--- src/rtl/bsc_pkg.sv ---
// package for the barometric sensor compensation unit
// types, constants and helper functions shared by all rtl modules; no dependencies
`timescale 1ns / 1ps
`default_nettype none

package bsc_pkg;

    // configuration register indexes
    typedef enum logic [1:0] {
        REG_CAL_A = 2'd0,
        REG_CAL_B = 2'd1,
        REG_CAL_C = 2'd2,
        REG_OSS   = 2'd3
    } cfg_idx_t;

    localparam int unsigned DIV_STEPS   = 32;
    localparam int unsigned TEMP_STAGES = 2;
    localparam int unsigned PRES_STAGES = 8;
    localparam int unsigned POST_STAGES = 4;

    localparam logic [31:0] B6_OFFSET  = 32'd4000;
    localparam logic [31:0] X3_BIAS    = 32'd32768;
    localparam logic [31:0] PRES_SCALE = 32'd50000;
    localparam logic [31:0] SQ_COEF    = 32'd3038;
    localparam logic [31:0] LIN_COEF   = 32'hFFFF_E343;   // -7357
    localparam logic [31:0] PRES_BIAS  = 32'd3791;
    localparam logic [31:0] TEMP_ROUND = 32'd8;
    localparam logic [31:0] B3_ROUND   = 32'd2;
    localparam logic [31:0] PRES_MAX   = 32'd262143;

    // calibration coefficients, widened to 32 bits
    typedef struct packed {
        logic [31:0] ac1;
        logic [31:0] ac2;
        logic [31:0] ac3;
        logic [31:0] ac4;
        logic [31:0] ac5;
        logic [31:0] ac6;
        logic [31:0] b1;
        logic [31:0] b2;
        logic [31:0] mc;
        logic [31:0] md;
        logic [1:0]  oss;
    } cal_t;

    // payload carried down the whole pipe; the work words change meaning per stage
    typedef struct packed {
        logic        err;
        logic        fl;
        logic [15:0] temp;
        logic [18:0] up;
        logic [31:0] w0;
        logic [31:0] w1;
        logic [31:0] w2;
        logic [31:0] w3;
    } pl_t;

    function automatic logic [31:0] asr32(input logic [31:0] v, input logic [4:0] n);
        return 32'($signed(v) >>> n);
    endfunction

    function automatic logic [31:0] sext16(input logic [15:0] v);
        return {{16{v[15]}}, v};
    endfunction

    function automatic logic [15:0] sat_temp(input logic [31:0] t);
        logic [15:0] r;
        if ($signed(t) < -32'sd32768)
            r = 16'h8000;
        else if ($signed(t) > 32'sd32767)
            r = 16'h7FFF;
        else
            r = t[15:0];
        return r;
    endfunction

    function automatic logic [17:0] sat_pres(input logic [31:0] p);
        logic [17:0] r;
        if (p[31])
            r = '0;
        else if (p > PRES_MAX)
            r = PRES_MAX[17:0];
        else
            r = p[17:0];
        return r;
    endfunction

endpackage

`default_nettype wire

--- src/rtl/bsc_post.sv ---
// pressure correction polynomial, saturation and error zeroing
// four register stages, the last is the output register; uses bsc_pkg
`timescale 1ns / 1ps
`default_nettype none

module bsc_post
    import bsc_pkg::*;
(
    input  wire logic clk,
    input  wire logic rst_n,
    input  wire logic in_valid,
    output logic      in_ready,
    input  wire pl_t  in_pl,
    output logic      out_valid,
    input  wire logic out_ready,
    output pl_t       out_pl
);

    logic [POST_STAGES-1:0] v_reg;
    logic [POST_STAGES:0]   adv;
    pl_t                    st_reg  [POST_STAGES];
    pl_t                    st_next [POST_STAGES];

    assign adv[POST_STAGES] = out_ready;
    assign in_ready         = adv[0];
    assign out_valid        = v_reg[POST_STAGES-1];
    assign out_pl           = st_reg[POST_STAGES-1];

    always_comb
    begin
        logic [31:0] p;
        logic [31:0] x1;
        logic [31:0] pr;

        // p
        p = in_pl.fl ? {in_pl.w0[30:0], 1'b0} : in_pl.w0;
        st_next[0]    = in_pl;
        st_next[0].w0 = p;
        st_next[0].w1 = asr32(p, 5'd8);

        st_next[1]    = st_reg[0];
        st_next[1].w1 = 32'(st_reg[0].w1 * st_reg[0].w1);
        st_next[1].w2 = 32'(LIN_COEF * st_reg[0].w0);

        st_next[2]    = st_reg[1];
        st_next[2].w1 = 32'(st_reg[1].w1 * SQ_COEF);
        st_next[2].w2 = asr32(st_reg[1].w2, 5'd16);

        x1 = asr32(st_reg[2].w1, 5'd16);
        pr = st_reg[2].w0 + asr32(x1 + st_reg[2].w2 + PRES_BIAS, 5'd4);
        st_next[3]    = st_reg[2];
        if (st_reg[2].err)
        begin
            st_next[3].temp = '0;
            st_next[3].w0   = '0;
        end
        else
        begin
            st_next[3].w0 = {14'd0, sat_pres(pr)};
        end
    end

    for (genvar k = 0; k < POST_STAGES; k++)
    begin : g_stage
        logic src_v;
        if (k == 0)
        begin : g_first
            assign src_v = in_valid;
        end
        else
        begin : g_rest
            assign src_v = v_reg[k-1];
        end

        assign adv[k] = !v_reg[k] || adv[k+1];

        always_ff @(posedge clk or negedge rst_n)
        begin
            if (!rst_n)
                v_reg[k] <= 1'b0;
            else if (adv[k])
                v_reg[k] <= src_v;
        end

        always_ff @(posedge clk)
        begin
            if (adv[k] && src_v)
                st_reg[k] <= st_next[k];
        end
    end

endmodule

`default_nettype wire

--- config.mk ---
export PLATFORM = sky130hd
export DESIGN_NAME = bsc_post
export DESIGN_NICKNAME = d
export VERILOG_FILES = /design/src/rtl/bsc_pkg.sv /design/src/rtl/bsc_post.sv
export SDC_FILE = /design/constraint.sdc
export NUM_CORES = 2
export LEC_CHECK = 0
export ABC_CLOCK_PERIOD_IN_PS = 16800
export CAP_MARGIN = 20
export CORE_MARGIN = 5
export CORE_UTILIZATION = 50
export DETAILED_ROUTE_END_ITERATION = 12
export DONT_BUFFER_PORTS = 1
export PLACE_DENSITY_LB_ADDON = 0.12
export RECOVER_POWER = 100
export SYNTH_ARGS = -nofsm -noshare
export SYNTH_HDL_FRONTEND = slang
export SYNTH_SLANG_ARGS = --single-unit
--- constraint.sdc ---
create_clock -name clk -period 16.8 [get_ports clk]
set_input_delay 0.84 -clock clk [delete_from_list [all_inputs] [get_ports clk]]
set_output_delay 0.84 -clock clk [all_outputs]
set_load 0.01 [all_outputs]
Word-level counts from Yosys, hierarchy flattened
Memory sizes are Yosys's and may differ from the RTL's.
Index checks and enable logic that the tools add are counted.
W data, S select, Z words.

operators by class
  reductions and logical operators = 12
  order comparisons = 1
  multipliers = 3
  multiplexer cells = 13
  add/subtract/negate cells = 3

operators by type and width
  kind                      count
  $add A32 B32 Y32          2
  $mux W18                  3
  $add A32 B12 Y32 const B  1
  $gt A32 B18 Y1 const B    1
  $mul A14 B32 Y32 const A  1
  $mul A32 B11 Y31 const B  1
  $mul A32 B32 Y32          1
  $mux W32                  1
  $mux W16                  1
  $mux W1                   8
  $logic_and A1 B1 Y1       4
  $logic_not A1 Y1          4
  $logic_or A1 B1 Y1        4

word-level totals
  input port bits = 169
  register bits after elaboration = 4
  output and inout bits = 167
  RAM bits = 660
  memories kept = 1
  word-level logic and storage cells = 37

memories
  name    words  bits a word  read ports  clocked after Yosys merged registers in  wr ports  line            text
  st_reg  4      165          4           0                                        4         bsc_post.sv:21  pl_t st_reg [POST_STAGES];

Longest topological paths before layout
  depth in word-level cells = 8
  gate-level depth with buffers = 27
  mapped depth without buffers = 26

Least setup slack after synthesis
Ideal clock, no wire load.

  path type = input to register
  start point = in out_ready
  end point = mem st_reg[3][0] (netlist name), enable pin
  buffers on the path = 0
  path slack = 9358 ps
  arrival time = 6800 ps
  cell stages on the path = 2
  data required time = 16157 ps
  setup time = 643 ps
  cell sequence = nor2b_1 > nor2b_1

RTL lines
  element          line            text
  start, declared  bsc_post.sv:15  input wire logic out_ready,
  end, declared    bsc_post.sv:21

==> impl_metrics.json <==
{
  "via_count": 23363,
  "dieWidth_um": 300,
  "cts_resized": 0,
  "yosysTopAreaCell": "edfxtp_1",
  "cpMostUsedCell": "fa_1",
  "slew_violations": 738,
  "end_kind": "flop",
  "violations": "max-capacitance violations, max-slew violations",
  "port_buffers": 0,
  "clock.fmax_mhz": 109,
  "antenna_left": 0,
  "ys_top_cells_by_area": "edfxtp_1 (38%), fa_1 (27%), ha_1 (12%)",
  "grt_pass1_vias": 25554,
  "grt_max_degree": 78,
  "clk_latency_ps": 630,
  "layout-drive-gt1-share": 0.0415,
  "start_util": 0.504,
  "gp_congestion": 0.861,
  "detail_route.wirelength_um": 88000,
  "cp.arrival_ps": 9600,
  "status": "complete, but fails checks",
  "netlist_instances": 3320,
  "cts_setup_buffers": 0,
  "hold_viol_final": 0,
  "hpwl_um": 70300,
  "synthFlopType": "edfxtp_1",
  "antenna_found_initial": 4,
  "firstDrtPassIters": 5,
  "drt_iter0_drc": 1143,
  "drc": 0,
  "cts_num_sinks": 530,
  "critPathMaxFanout": 21,
  "max_cap_violations": 20,
  "ys_ff_latch": 530,
  "track_usage": 0.200,
  "path_cells": "clkbuf_1 -> inv_1 -> nor2_1 -> fa_1 -> fa_1 -> fa_1 -> inv_1 -> fa_1 -> inv_1 -> fa_1 -> ha_1 -> fa_1 -> fa_1 -> ha_1 -> a211oi_1 -> nor4b_1 -> o211ai_1 -> nand3_1 -> nand3_1 -> or4_1 -> a2111o_1 -> nand4_1",
  "tritoncts": "done",
  "synth_area_um2": 42100,
  "layout.nets": 4515,
  "grt_pass1_wl_um": 141000,
  "clock_skew_ps": 35.1,
  "slew_headroom": -1.79,
  "period_minus_slack_ps": 9150,
  "dieArea_um2": 90100,
  "ctsHtreeMaxLevel": 2,
  "io_pins": 336,
  "critical_path_class": "flop to flop",
  "post-route-period-util": 0.545,
  "clk_path_buf_depth": 3,
  "syn_area_per_cell_um2": 12.7,
  "max_slew.worst_pin.slew_ps": 4190,
  "rsz0062_at_grt": "no",
  "synth_cell_types": 80,
  "synth-edff-count": 526,
  "postCtsHoldBufs": 1,
  "slowest_delay_ps": 1300,
  "cp_slowest_cell": "clkbuf_1",
  "area_growth_pct": 7.02,
  "largest_reg_flops": 526,
  "worstSetupStartpointType": "flop",
  "cts-buffers-inserted": 55,
  "routedWlPerCell_um": 19.6,
  "die_y_um": 300,
  "viasPerCell": 5.22,
  "worstHoldPathType": "input pin to flop",
  "rows": 106,
  "coreArea_um2": 83600,
  "clk_pin_slew_ps": 60,
  "yosysSeqAreaShare": 0.377,
  "yosys_warnings": 0,
  "setup_violations": 0,
  "root_buffer": "clkbuf_16",
  "cp_data_required_time_ps": 17250,
  "synth_top_area_share": 0.375,
  "globalRouteOverflowTotal": 0,
  "fin_tns_setup_ps": 0,
  "async_flop_share": 0.00755
}
==> synthesized netlist by cell type (31+ instances only) <==
master	instances
a21o_1	49
a21oi_1	90
and2_1	84
buf_4	36
clkbuf_1	33
edfxtp_1	526
fa_1	577
ha_1	418
inv_1	745
mux2_2	31
nand2_1	153
nor2_1	104
o21ai_0	37
xnor2_1	111
xor2_1	43
==> worst paths after layout <==
| path | from | endpoint | slack, ps | depth (start not counted) |
|---|---|---|---|---|
| max | st_reg[0][109] | st_reg[1][94] | 7650 | 22 |
| min | in_pl[147] | st_reg[0][147] | 300 | 0 |
| max reg2reg | st_reg[0][109] | st_reg[1][94] | 7650 | 22 |
| min reg2reg | st_reg[1][8] | st_reg[2][8] | 390 | 0 |
| max in group asynchronous | rst_n | g_stage[2].src_v | 16130 | 1 |
| min in group asynchronous | rst_n | g_stage[3].src_v | 500 | 1 |
==> cell type report <==
class	count	area, um2
clock inverter	37	417
clock buffer	66	1450
fill	7094	38500
multi-input combinational	1984	23000
inverter	749	2810
tap	1080	1350
antenna	2	5.00
timing repair buffer	31	126
sequential	530	15900
==> kinds of logic (layout without fill, tap and decap cells) <==
group	Yosys count	after routing	synth area share
compound gates	313	313	0.0513
fa+ha+maj	995	995	0.399
other cells	1	21	0.0000891
simple gates	467	467	0.0541
flops	530	530	0.377
buf+inv	824	883	0.0770
xor+xnor	154	154	0.0320
mux	36	36	0.00948
==> stage by stage <==
| step | utilization | cell area (um2) | hold slack (ps) | std cells | setup WS [ps] |
|---|---|---|---|---|---|
| 2_1_floorplan | - | 42200 | 400 | 3338 | 9360 |
| 3_3_place_gp | 0.519 | 43400 | 400 | 4373 | 8830 |
| 3_5_place_dp | 0.519 | 43400 | 405 | 4373 | 8730 |
| 4_1_cts | 0.541 | 45200 | 251 | 4477 | 8710 |
| 5_1_grt | 0.539 | 45100 | 257 | 4477 | 7330 |
| 6_report | 0.539 | 45100 | 297 | 4479 | 7650 |
==> placed cells by master, fill, tap and decap left out, drive strengths merged, types with 31 or more instances in the layout <==
cell type	instances
xnor2	111
nor2	104
nand2	153
ha	418
o21ai	39
edfxtp	526
and2	85
xor2	43
a21o	50
fa	577
inv	753
mux2	31
clkbuf	95
a21oi	102
==> worst max-delay path, delay by kind of cell, from the launching register on <==
kind | cells | cell delay (ps)
flip-flops | 1 | 320
adder cells (fa/ha/maj) | 9 | 3990
AO/OA/AOI/OAI | 3 | 1040
buffers and inverters | 4 | 2010
AND/OR/NAND/NOR | 6 | 1570
==> per-layer routing <==
metal	up-vias	wire length, um	GRT usage
li1	10811	-	-
met1	11931	37700	0.271
met2	498	43800	0.341
met3	123	3370	0.0230
met4	0	3150	0.0603
met5	-	0	0
Power is not shown: default switching activity piles up to over one toggle a cycle in this logic, so the estimate is an artifact.
