`config.mk`:
```
export PLATFORM = sky130hd
export DESIGN_NAME = bsc_temp
export DESIGN_NICKNAME = d
export VERILOG_FILES = /design/src/rtl/bsc_pkg.sv /design/src/rtl/bsc_temp.sv
export SDC_FILE = /design/constraint.sdc
export NUM_CORES = 1
export LEC_CHECK = 0
export BUFFER_PORTS_ARGS = -buffer_cell sky130_fd_sc_hd__buf_2
export CORE_AREA = 2 2 254 256
export DETAILED_ROUTE_END_ITERATION = 16
export DIE_AREA = 0 0 256 258
export PLACE_DENSITY = 0.68
export SETUP_SLACK_MARGIN = 0.1
export SYNTH_ARGS = -nofsm -noshare
export SYNTH_HDL_FRONTEND = slang
export SYNTH_SLANG_ARGS = --single-unit
```
`constraint.sdc`:
```
create_clock -name clk -period 4 [get_ports clk]
set_clock_uncertainty 0.2 [all_clocks]
set_input_delay 0.6 -clock clk [delete_from_list [all_inputs] [get_ports clk]]
set_output_delay 0.6 -clock clk [all_outputs]
set_load 0.005 [all_outputs]
```
`src/rtl/bsc_pkg.sv`:
```
// package for the barometric sensor compensation unit
// types, constants and helper functions shared by all rtl modules; no dependencies
`timescale 1ns / 1ps
`default_nettype none

package bsc_pkg;

    // configuration register indexes
    typedef enum logic [1:0] {
        REG_CAL_A = 2'd0,
        REG_CAL_B = 2'd1,
        REG_CAL_C = 2'd2,
        REG_OSS   = 2'd3
    } cfg_idx_t;

    localparam int unsigned DIV_STEPS   = 32;
    localparam int unsigned TEMP_STAGES = 2;
    localparam int unsigned PRES_STAGES = 8;
    localparam int unsigned POST_STAGES = 4;

    localparam logic [31:0] B6_OFFSET  = 32'd4000;
    localparam logic [31:0] X3_BIAS    = 32'd32768;
    localparam logic [31:0] PRES_SCALE = 32'd50000;
    localparam logic [31:0] SQ_COEF    = 32'd3038;
    localparam logic [31:0] LIN_COEF   = 32'hFFFF_E343;   // -7357
    localparam logic [31:0] PRES_BIAS  = 32'd3791;
    localparam logic [31:0] TEMP_ROUND = 32'd8;
    localparam logic [31:0] B3_ROUND   = 32'd2;
    localparam logic [31:0] PRES_MAX   = 32'd262143;

    // calibration coefficients, widened to 32 bits
    typedef struct packed {
        logic [31:0] ac1;
        logic [31:0] ac2;
        logic [31:0] ac3;
        logic [31:0] ac4;
        logic [31:0] ac5;
        logic [31:0] ac6;
        logic [31:0] b1;
        logic [31:0] b2;
        logic [31:0] mc;
        logic [31:0] md;
        logic [1:0]  oss;
    } cal_t;

    // payload carried down the whole pipe; the work words change meaning per stage
    typedef struct packed {
        logic        err;
        logic        fl;
        logic [15:0] temp;
        logic [18:0] up;
        logic [31:0] w0;
        logic [31:0] w1;
        logic [31:0] w2;
        logic [31:0] w3;
    } pl_t;

    function automatic logic [31:0] asr32(input logic [31:0] v, input logic [4:0] n);
        return 32'($signed(v) >>> n);
    endfunction

    function automatic logic [31:0] sext16(input logic [15:0] v);
        return {{16{v[15]}}, v};
    endfunction

    function automatic logic [15:0] sat_temp(input logic [31:0] t);
        logic [15:0] r;
        if ($signed(t) < -32'sd32768)
            r = 16'h8000;
        else if ($signed(t) > 32'sd32767)
            r = 16'h7FFF;
        else
            r = t[15:0];
        return r;
    endfunction

    function automatic logic [17:0] sat_pres(input logic [31:0] p);
        logic [17:0] r;
        if (p[31])
            r = '0;
        else if (p > PRES_MAX)
            r = PRES_MAX[17:0];
        else
            r = p[17:0];
        return r;
    endfunction

endpackage

`default_nettype wire

```
`src/rtl/bsc_temp.sv`:
```
// temperature front end: x1 term and set-up of the signed temperature divide
// two register stages; uses bsc_pkg
`timescale 1ns / 1ps
`default_nettype none

module bsc_temp
    import bsc_pkg::*;
(
    input  wire logic clk,
    input  wire logic rst_n,
    input  wire cal_t cal,
    input  wire logic in_valid,
    output logic      in_ready,
    input  wire pl_t  in_pl,
    output logic      out_valid,
    input  wire logic out_ready,
    output pl_t       out_pl
);

    logic [TEMP_STAGES-1:0] v_reg;
    logic [TEMP_STAGES:0]   adv;
    pl_t                    st_reg  [TEMP_STAGES];
    pl_t                    st_next [TEMP_STAGES];

    assign adv[TEMP_STAGES] = out_ready;
    assign in_ready         = adv[0];
    assign out_valid        = v_reg[TEMP_STAGES-1];
    assign out_pl           = st_reg[TEMP_STAGES-1];

    always_comb
    begin
        logic [31:0] x1;
        logic [31:0] den;
        logic [31:0] num;

        // (ut - ac6) * ac5
        st_next[0]    = in_pl;
        st_next[0].w0 = 32'((in_pl.w0 - cal.ac6) * cal.ac5);

        // magnitudes and sign for the truncating divide
        x1  = asr32(st_reg[0].w0, 5'd15);
        den = x1 + cal.md;
        num = cal.mc << 11;
        st_next[1]     = st_reg[0];
        st_next[1].w0  = num[31] ? 32'(-num) : num;
        st_next[1].w1  = den[31] ? 32'(-den) : den;
        st_next[1].w2  = x1;
        st_next[1].fl  = num[31] ^ den[31];
        st_next[1].err = (den == '0);
    end

    for (genvar k = 0; k < TEMP_STAGES; k++)
    begin : g_stage
        logic src_v;
        if (k == 0)
        begin : g_first
            assign src_v = in_valid;
        end
        else
        begin : g_rest
            assign src_v = v_reg[k-1];
        end

        assign adv[k] = !v_reg[k] || adv[k+1];

        always_ff @(posedge clk or negedge rst_n)
        begin
            if (!rst_n)
                v_reg[k] <= 1'b0;
            else if (adv[k])
                v_reg[k] <= src_v;
        end

        always_ff @(posedge clk)
        begin
            if (adv[k] && src_v)
                st_reg[k] <= st_next[k];
        end
    end

endmodule

`default_nettype wire

```
### After elaboration in Yosys (flattened, before gate mapping)

Memories as Yosys holds them, arrays and structs flattened.
Index checks and enable logic that the tools add are counted.

* memories: 1
* bits in writable memories: 330
* output and inout port bits: 167
* bits in registers: 2

Memories
* st_reg: words 2, bits a word 165, read ports 2, clocked after Yosys merged registers in 0, write ports 2, line bsc_temp.sv:22 `pl_t st_reg [TEMP_STAGES];`

* multiplexer cells: 6
* add/subtract/negate cells: 4
* multipliers: 1
* bitwise logic cells: 1
* reduce and logical (&&, ||, !) cells: 7

Operator list (count)
* 32-bit two-way mux: 2
* 32-bit negator: 2
* 32-bit adder: 1
* 32-bit zero test: 1
* 32-bit by 32-bit multiplier with 32-bit output: 1
* 32-bit subtractor: 1
* 1-bit two-way mux: 4
* 1-bit logical AND: 2
* 1-bit zero test: 2
* 1-bit logical OR: 2
* 1-bit bitwise XOR: 1

### Logic depth before layout (Yosys ltp)

Gate-level depths: netlist of the first run.

* word-level depth: 6
* depth in mapped cells: 41

### Worst setup path after synthesis of the first run

Ideal clock, no wire load.

* kind: input-to-reg
* from: input cal[132] (netlist name)
* to: memory st_reg[0][127] (netlist name), data pin
* stages on the path: 37
* slack: -6363 ps
* required time: 3532 ps
* arrival time: 9895 ps
* setup time: 268 ps
* cells stage by stage: inv_1 -> ha_1 -> nor2b_1 -> o31a_1 -> o31a_1 -> o31ai_1 -> o31a_1 -> o21ai_0 -> nand2b_1 -> o211ai_1 -> xnor2_1 -> nand2_1 -> fa_1 -> inv_1 -> fa_1 -> inv_1 -> fa_1 -> fa_1 -> fa_1 -> inv_1 -> fa_1 -> fa_1 -> inv_1 -> fa_1 -> xor2_1 -> xnor2_1 -> xnor2_1 -> xnor3_1 -> xnor2_2 -> xnor3_1 -> xor2_1 -> xnor3_1 -> xnor3_1 -> xnor2_1 -> xnor2_1 -> xnor2_2 -> xnor3_1

RTL lines
* start: declaration: line bsc_temp.sv:11 `input wire cal_t cal,`
* end: declaration: line bsc_temp.sv:22

==> qor.log, run 1 <==
[worst_setup_path] Worst Path Max Fanout 4
[sta] Fmax 0.106 GHz
[drt] number of nets still failing antenna checks after routing 0
[synth] flop and latch count out of synthesis 225
[global_routing] initial antenna violation count 2
[sta] Fin. Hold Viols 0
[finish] Net count, final 4429
[synth] mean area per synthesized cell 10.4 um^2
[clock_network] TritonCTS clock tree yes
[synth] Ys Warns 0
[finish] # fillers 5439
[sta] setup slack after layout -5.43 ns
[floorplanning] horizontal die dimension 256 um
[worst_setup_path] maximum single-stage delay on the critical path 0.54 ns
[worst_setup_path] kind of critical path input port to flip-flop
[sta] final-report max-slew violation count 0
[floorplanning] Starting Density 41.9%
[drt] Via Count 20900
[synth] synthesized netlist cell count 2554
[place] routability-driven placement congestion ratio 0.924
[synth] part of the Yosys area used for sequential elements 25.3%
[sta] final worst path period share 236%
[synth] primary flip-flop cell chosen by synthesis mapping sky130_fd_sc_hd__edfxtp_1
[finish] fraction of layout cells with a size suffix above 1 33.4%
[sta] Slew @ Worst Pin 0.834 ns
[clock_network] clk root buf sky130_fd_sc_hd__clkbuf_16
[drt] first-pass iteration count of the detailed router 7
[clock_network] CTS sink count 225
[synth] cell taking the most area after synthesis sky130_fd_sc_hd__fa_1
[clock_network] CTS clock-pin slew for the worst setup and hold paths 0.10 ns
[worst_setup_path] kind of end point of the critical path flip-flop
[clock_network] buffer depth of the longest clock path 3
[floorplanning] height of the die 258 um
[synth] area share of the largest cell type after synthesis 30.7%
[synth] cell with the most instances after synthesis sky130_fd_sc_hd__inv_1
[floorplanning] I/O pin count 658
[drt] via density per instance 4.95
[place] buffers added on ports 375
[worst_hold_path] path class of the lowest-slack min-delay path input port to flip-flop
[global_routing] number of global-route vias before repair 21800
[floorplanning] Std-Cell Core Area 63600 um^2
[global_routing] wire length of the first global-routing pass 120 mm
[global_routing] Global Route Usage Sum 23.1%
[place] instance area at placement 33000 um^2
[synth] share of synthesized registers carrying an async set or reset 0.889%
[status] status finished, violations left
[global_routing] largest net degree at the start of global routing 58
[drt] average routed wire per standard cell 18.4 um
[sta] RSZ-0062 raised after global routing true
[drt] Remaining DRCs 0
[drt] Iteration-0 DRC Markers 1183
[clock_network] CTS H-tree lvls 1
[sta] Max-slew headroom 44.4%
[finish] Core Util, Final 55.9%
[sta] number of failing setup endpoints in the final timing report 40
[clock_network] clock latency at the later pin of the worst-skew pair 0.56 ns
[floorplanning] count of standard-cell rows 93
[global_routing] final global-route overflow total 0
[synth] Netlist Area Pre-Place 26600 um^2
[drt] final wirelength 77.8 mm
[worst_setup_path] crit path launch type input port
[finish] post-route cell area 35600 um^2
[worst_setup_path] slowest CP cell sky130_fd_sc_hd__fa_1
[place] Placed Instances 4091
[finish] synthesis-to-finish area growth 33.5%
[synth] number of distinct library cells after synthesis 78
[synth] leading post-synthesis cells by cell area sky130_fd_sc_hd__fa_1 (31%), sky130_fd_sc_hd__edfxtp_1 (25%), sky130_fd_sc_hd__ha_1 (8.6%), sky130_fd_sc_hd__inv_1 (6.2%), sky130_fd_sc_hd__and2_1 (5.4%)
[place] Detail Placement HPWL 62.5 mm
[floorplanning] full die area 66000 um^2
[sta] post-route worst hold slack 0.0184 ns
[finish] max reg flops 223
[status] violations in the final reports setup timing
[worst_setup_path] arrival time at the worst endpoint 9.55 ns
[finish] Final Non-Filler Cells 4220
[clock_network] Num CTS Buffers 24
[worst_setup_path] most frequent cell on the critical path sky130_fd_sc_hd__fa_1
[synth] number of flops mapped to enable cells by yosys 223
[sta] final critical delay including setup and external delays 9.43 ns
[worst_setup_path] Worst EP required 4.12 ns
[run] max-cap viol count 0
[synth] Synth top cells by count sky130_fd_sc_hd__inv_1 (439), sky130_fd_sc_hd__fa_1 (409), sky130_fd_sc_hd__nand2_1 (276)
==> path summary, 6_finish.rpt <==
kind,from,slack [ns],cells past startpoint,end
max reg2reg,st_reg[0][111]$_DFFE_PP_,-0.53,18,st_reg[0][256]$_DFFE_PP_
min in group asynchronous,rst_n,0.18,2,out_valid$_DFFE_PN0P_
min reg2reg,st_reg[0][22]$_DFFE_PP_,0.21,0,st_reg[0][187]$_DFFE_PP_
max,in_pl[96],-5.43,40,st_reg[0][127]$_DFFE_PP_
min,in_pl[143],0.02,1,st_reg[0][143]$_DFFE_PP_
max in group asynchronous,rst_n,3.33,2,g_stage[1].src_v$_DFFE_PN0N_
==> routing by layer <==
metal / global-route usage [%] / share of wire, % / vias to the layer above
met5: 0 / 0.014 / -
met1: 28.8 / 40 / 10400
met4: 8.50 / 4.2 / 2
met2: 41.1 / 50 / 743
met3: 2.95 / 5.9 / 157
li1: - / - / 9628
==> cells by family (layout without fill, tap and decap cells) <==
| family | after synthesis | in the layout | synth area share [%] |
|---|---|---|---|
| flip-flops | 225 | 225 | 25.3 |
| buffers and inverters | 561 | 1359 | 8.28 |
| AND/OR/NAND/NOR | 755 | 756 | 14.8 |
| multiplexers | 1 | 1 | 0.0376 |
| other | 1 | 13 | 0.0141 |
| AO/OA/AOI/OAI | 253 | 253 | 6.38 |
| adder cells (fa/ha/maj) | 593 | 593 | 39.4 |
| XOR/XNOR | 165 | 165 | 5.84 |
==> timing repair <==
| action | CTS | global route |
|---|---|---|
| resized for setup | 119 | 127 |
| hold buffers | 2 | 0 |
| pin swaps | 62 | 101 |
| setup buffers | 59 | 37 |
| setup endpoints to repair | 49 | 50 |
| cloned | 0 | 1 |
| endpoints found under the hold margin | 3 | 0 |
==> per-stage QoR <==
step,setup TNS (ns),setup WS (ns)
floorplan,-77.07,-5.49
finish,-85.59,-5.43
global route,-94.75,-5.78
CTS,-79.79,-5.34
detailed placement,-99.43,-6.10
global placement,-96.50,-6.00
==> critical path, delay by kind of cell <==
kind,cells,cell delay (ns)
AO/OA/AOI/OAI,14,2.75
AND/OR/NAND/NOR,5,0.45
adder cells (fa/ha/maj),11,4.39
XOR/XNOR,2,0.52
buffers and inverters,8,0.82
==> placed cells by master (no fill, tap or decap), drive strengths merged, types with 4 or more instances in the layout <==
| cell | count |
|---|---|
| o31ai | 11 |
| a21o | 33 |
| o31a | 7 |
| nor2 | 45 |
| conb | 11 |
| nor3 | 21 |
| and3 | 23 |
| o21ai | 60 |
| a21oi | 62 |
| a211oi | 8 |
| edfxtp | 223 |
| nand4 | 6 |
| nand3 | 16 |
| o21bai | 6 |
| xnor2 | 126 |
| and2 | 229 |
| clkinv | 10 |
| o41ai | 6 |
| ha | 184 |
| nor2b | 59 |
| or2 | 5 |
| clkbuf | 27 |
| buf | 873 |
| nor4 | 4 |
| a31oi | 7 |
| a2111oi | 4 |
| or4 | 11 |
| xor2 | 32 |
| o21a | 14 |
| o211ai | 6 |
| inv | 441 |
| or3 | 8 |
| xnor3 | 7 |
| nand3b | 4 |
| fa | 409 |
| nand2b | 37 |
| nand2 | 276 |
==> cell type report <==
class | instances | area (um^2) | area share (%)
clock inverter | 17 | 195 | 0.549
timing repair buffer | 876 | 6280 | 17.7
tap | 855 | 1070 | 3.01
sequential | 225 | 6750 | 19.0
inverter | 439 | 1660 | 4.67
multi-input combinational | 1779 | 19000 | 53.4
clock buffer | 27 | 612 | 1.72
antenna | 2 | 5.00 | 0.0141
Power of run 1 is left out: the tool's default activity adds up to more than one toggle a clock period on the data nets, which glitch-free logic cannot reach.
==> run 2, diff against run 1 <==
- CTS_BUF_LIST: unset -> sky130_fd_sc_hd__clkbuf_8
==> run 2 against run 1 <==
Compared with the run above:
- via count is 0.12% lower
- highest routed layer unchanged
- die area is the same
- the flow still finishes with violations (setup timing)
- cell count rose by 0.55%
- critical path depth fell by 1
- global-route usage down 0.26 points
- non-clock buffer count unchanged
- sequential cell count unchanged
- critical path type unchanged
==> qor.log, run 2 (same netlist as run 1, synthesis figures left out) <==
[global_routing] Global Route Usage Sum 22.8%
[finish] Net count, final 4443
[worst_setup_path] maximum single-stage delay on the critical path 0.54 ns
[global_routing] number of global-route vias before repair 21800
[floorplanning] full die area 66000 um^2
[finish] fraction of layout cells with a size suffix above 1 32.9%
[global_routing] most used routing layer in global routing met2
[global_routing] M1 GR Usage 28.4%
[sta] Slew @ Worst Pin 0.843 ns
[global_routing] final global-route overflow total 0
[place] routability-driven placement congestion ratio 0.924
[global_routing] wire length of the first global-routing pass 119 mm
[global_routing] largest net degree at the start of global routing 58
[worst_setup_path] most frequent cell on the critical path sky130_fd_sc_hd__fa_1
[sta] number of failing setup endpoints in the final timing report 45
[clock_network] Num CTS Buffers 38
[drt] average routed wire per standard cell 18.1 um
[clock_network] clk root buf sky130_fd_sc_hd__clkbuf_8
[floorplanning] Starting Density 41.9%
[worst_setup_path] slowest CP cell sky130_fd_sc_hd__fa_2
[sta] setup slack after layout -5.39 ns
[clock_network] CTS sink count 225
[worst_setup_path] kind of critical path input port to flip-flop
[floorplanning] I/O pin count 658
[drt] Remaining DRCs 0
[floorplanning] count of standard-cell rows 93
[finish] max reg flops 223
[finish] Core Util, Final 55.5%
[worst_setup_path] arrival time at the worst endpoint 9.51 ns
[worst_setup_path] Worst EP required 4.13 ns
[worst_setup_path] crit path launch type input port
[sta] Fmax 0.107 GHz
[drt] Via Count 20900
[sta] final-report max-slew violation count 0
[run] max-cap viol count 0
[global_routing] met3 Resource Use GR 2.87%
[clock_network] TritonCTS clock tree yes
[floorplanning] Std-Cell Core Area 63600 um^2
[worst_setup_path] Worst Path Max Fanout 3
[floorplanning] horizontal die dimension 256 um
[sta] final worst path period share 235%
[sta] final critical delay including setup and external delays 9.39 ns
[sta] RSZ-0062 raised after global routing true
[finish] most frequent cells in the layout sky130_fd_sc_hd__inv_1 (437), sky130_fd_sc_hd__buf_4 (426), sky130_fd_sc_hd__fa_1 (402), sky130_fd_sc_hd__buf_2 (374), sky130_fd_sc_hd__nand2_1 (263)
[drt] final wirelength 76.6 mm
[status] violations in the final reports setup timing
[status] status finished, violations left
[drt] via density per instance 4.92
[drt] first-pass iteration count of the detailed router 6
[clock_network] buffer depth of the longest clock path 3
[global_routing] M2 GR Usage 41.1%
[clock_network] CTS clock-pin slew for the worst setup and hold paths 0.08 ns
[sta] Max-slew headroom 43.8%
[place] Detail Placement HPWL 62.5 mm
[place] buffers added on ports 375
[finish] synthesis-to-finish area growth 32.6%
[drt] number of nets still failing antenna checks after routing 0
[worst_hold_path] path class of the lowest-slack min-delay path input port to flip-flop
[worst_setup_path] reg2reg setup slack -0.59 ns
[clock_network] CTS H-tree lvls 2
[finish] most common cell after layout, fill and taps aside sky130_fd_sc_hd__inv_1
[floorplanning] height of the die 258 um
[worst_setup_path] kind of end point of the critical path flip-flop
[drt] Iteration-0 DRC Markers 1152
[global_routing] initial antenna violation count 3
[clock_network] clock latency at the later pin of the worst-skew pair 0.57 ns
[sta] Fin. Hold Viols 0
run 2: cell count changes in the layout (fill, tap and decap cells not counted), sizes merged:
cell / previous run / this run
inv: 441 / 449
bufinv: 3 / 1
buf: 873 / 865
clkbuf: 27 / 38
dlygate4sd3: 2 / 10
clkinv: 10 / 16
run 2: cell type report:
| type | count | area [um^2] |
|---|---|---|
| sequential | 225 | 6750 |
| inverter | 439 | 1660 |
| multi-input combinational | 1779 | 18900 |
| tap | 855 | 1070 |
| clock buffer | 38 | 523 |
| timing repair buffer | 876 | 6240 |
| fill | 5459 | 28300 |
| antenna | 2 | 5.00 |
| clock inverter | 29 | 175 |
run 2: per-stage QoR:
| stage | setup slack [ns] | cell area, um^2 | std cells | setup TNS (ns) | hold slack [ns] |
|---|---|---|---|---|---|
| floorplan | -5.49 | 27100 | 2564 | -77.07 | 0.104 |
| CTS | -5.35 | 34700 | 4222 | -80.15 | 0.000864 |
| global route | -5.79 | 35300 | 4243 | -92.06 | -0.000999 |
| global placement | -6.00 | 33000 | 4091 | -96.50 | 0.186 |
| finish | -5.39 | 35300 | 4243 | -82.75 | 0.0207 |
| detailed placement | -6.10 | 33000 | 4091 | -99.43 | 0.186 |
run 2: per-layer routing:
metal  wire length, um  vias to the layer above
met1             30300                    10300
met4              3070                        2
met3              4590                      159
li1                  -                     9671
met5                11                        -
met2             38600                      739
run 2: repair_timing:
action,in CTS,in global routing
endpoints found under the hold margin,11,0
gates resized for setup,112,89
gates cloned,1,0
pin swaps,65,84
setup endpoints to repair,49,50
hold buffers,10,0
setup buffers,58,21
run 2: worst paths after layout:
check                                         start                           end  depth (start not counted)
min                                       in_pl[10]       st_reg[0][10]$_DFFE_PP_                          1
min reg2reg                 st_reg[0][16]$_DFFE_PP_      st_reg[0][181]$_DFFE_PP_                          0
min in group asynchronous                     rst_n         out_valid$_DFFE_PN0P_                          2
max in group asynchronous                     rst_n  g_stage[1].src_v$_DFFE_PN0N_                          2
max                                       in_pl[96]      st_reg[0][127]$_DFFE_PP_                         39
max reg2reg                st_reg[0][111]$_DFFE_PP_      st_reg[0][259]$_DFFE_PP_                         15
run 2: critical path, delay by kind of cell:
family                   cells  cell delay (ns)
XOR/XNOR                    13             2.56
AO/OA/AOI/OAI                4             1.22
buffers and inverters        8             0.68
AND/OR/NAND/NOR              4             0.34
adder cells (fa/ha/maj)     10             4.11
Power of run 2 is left out for the same reason.
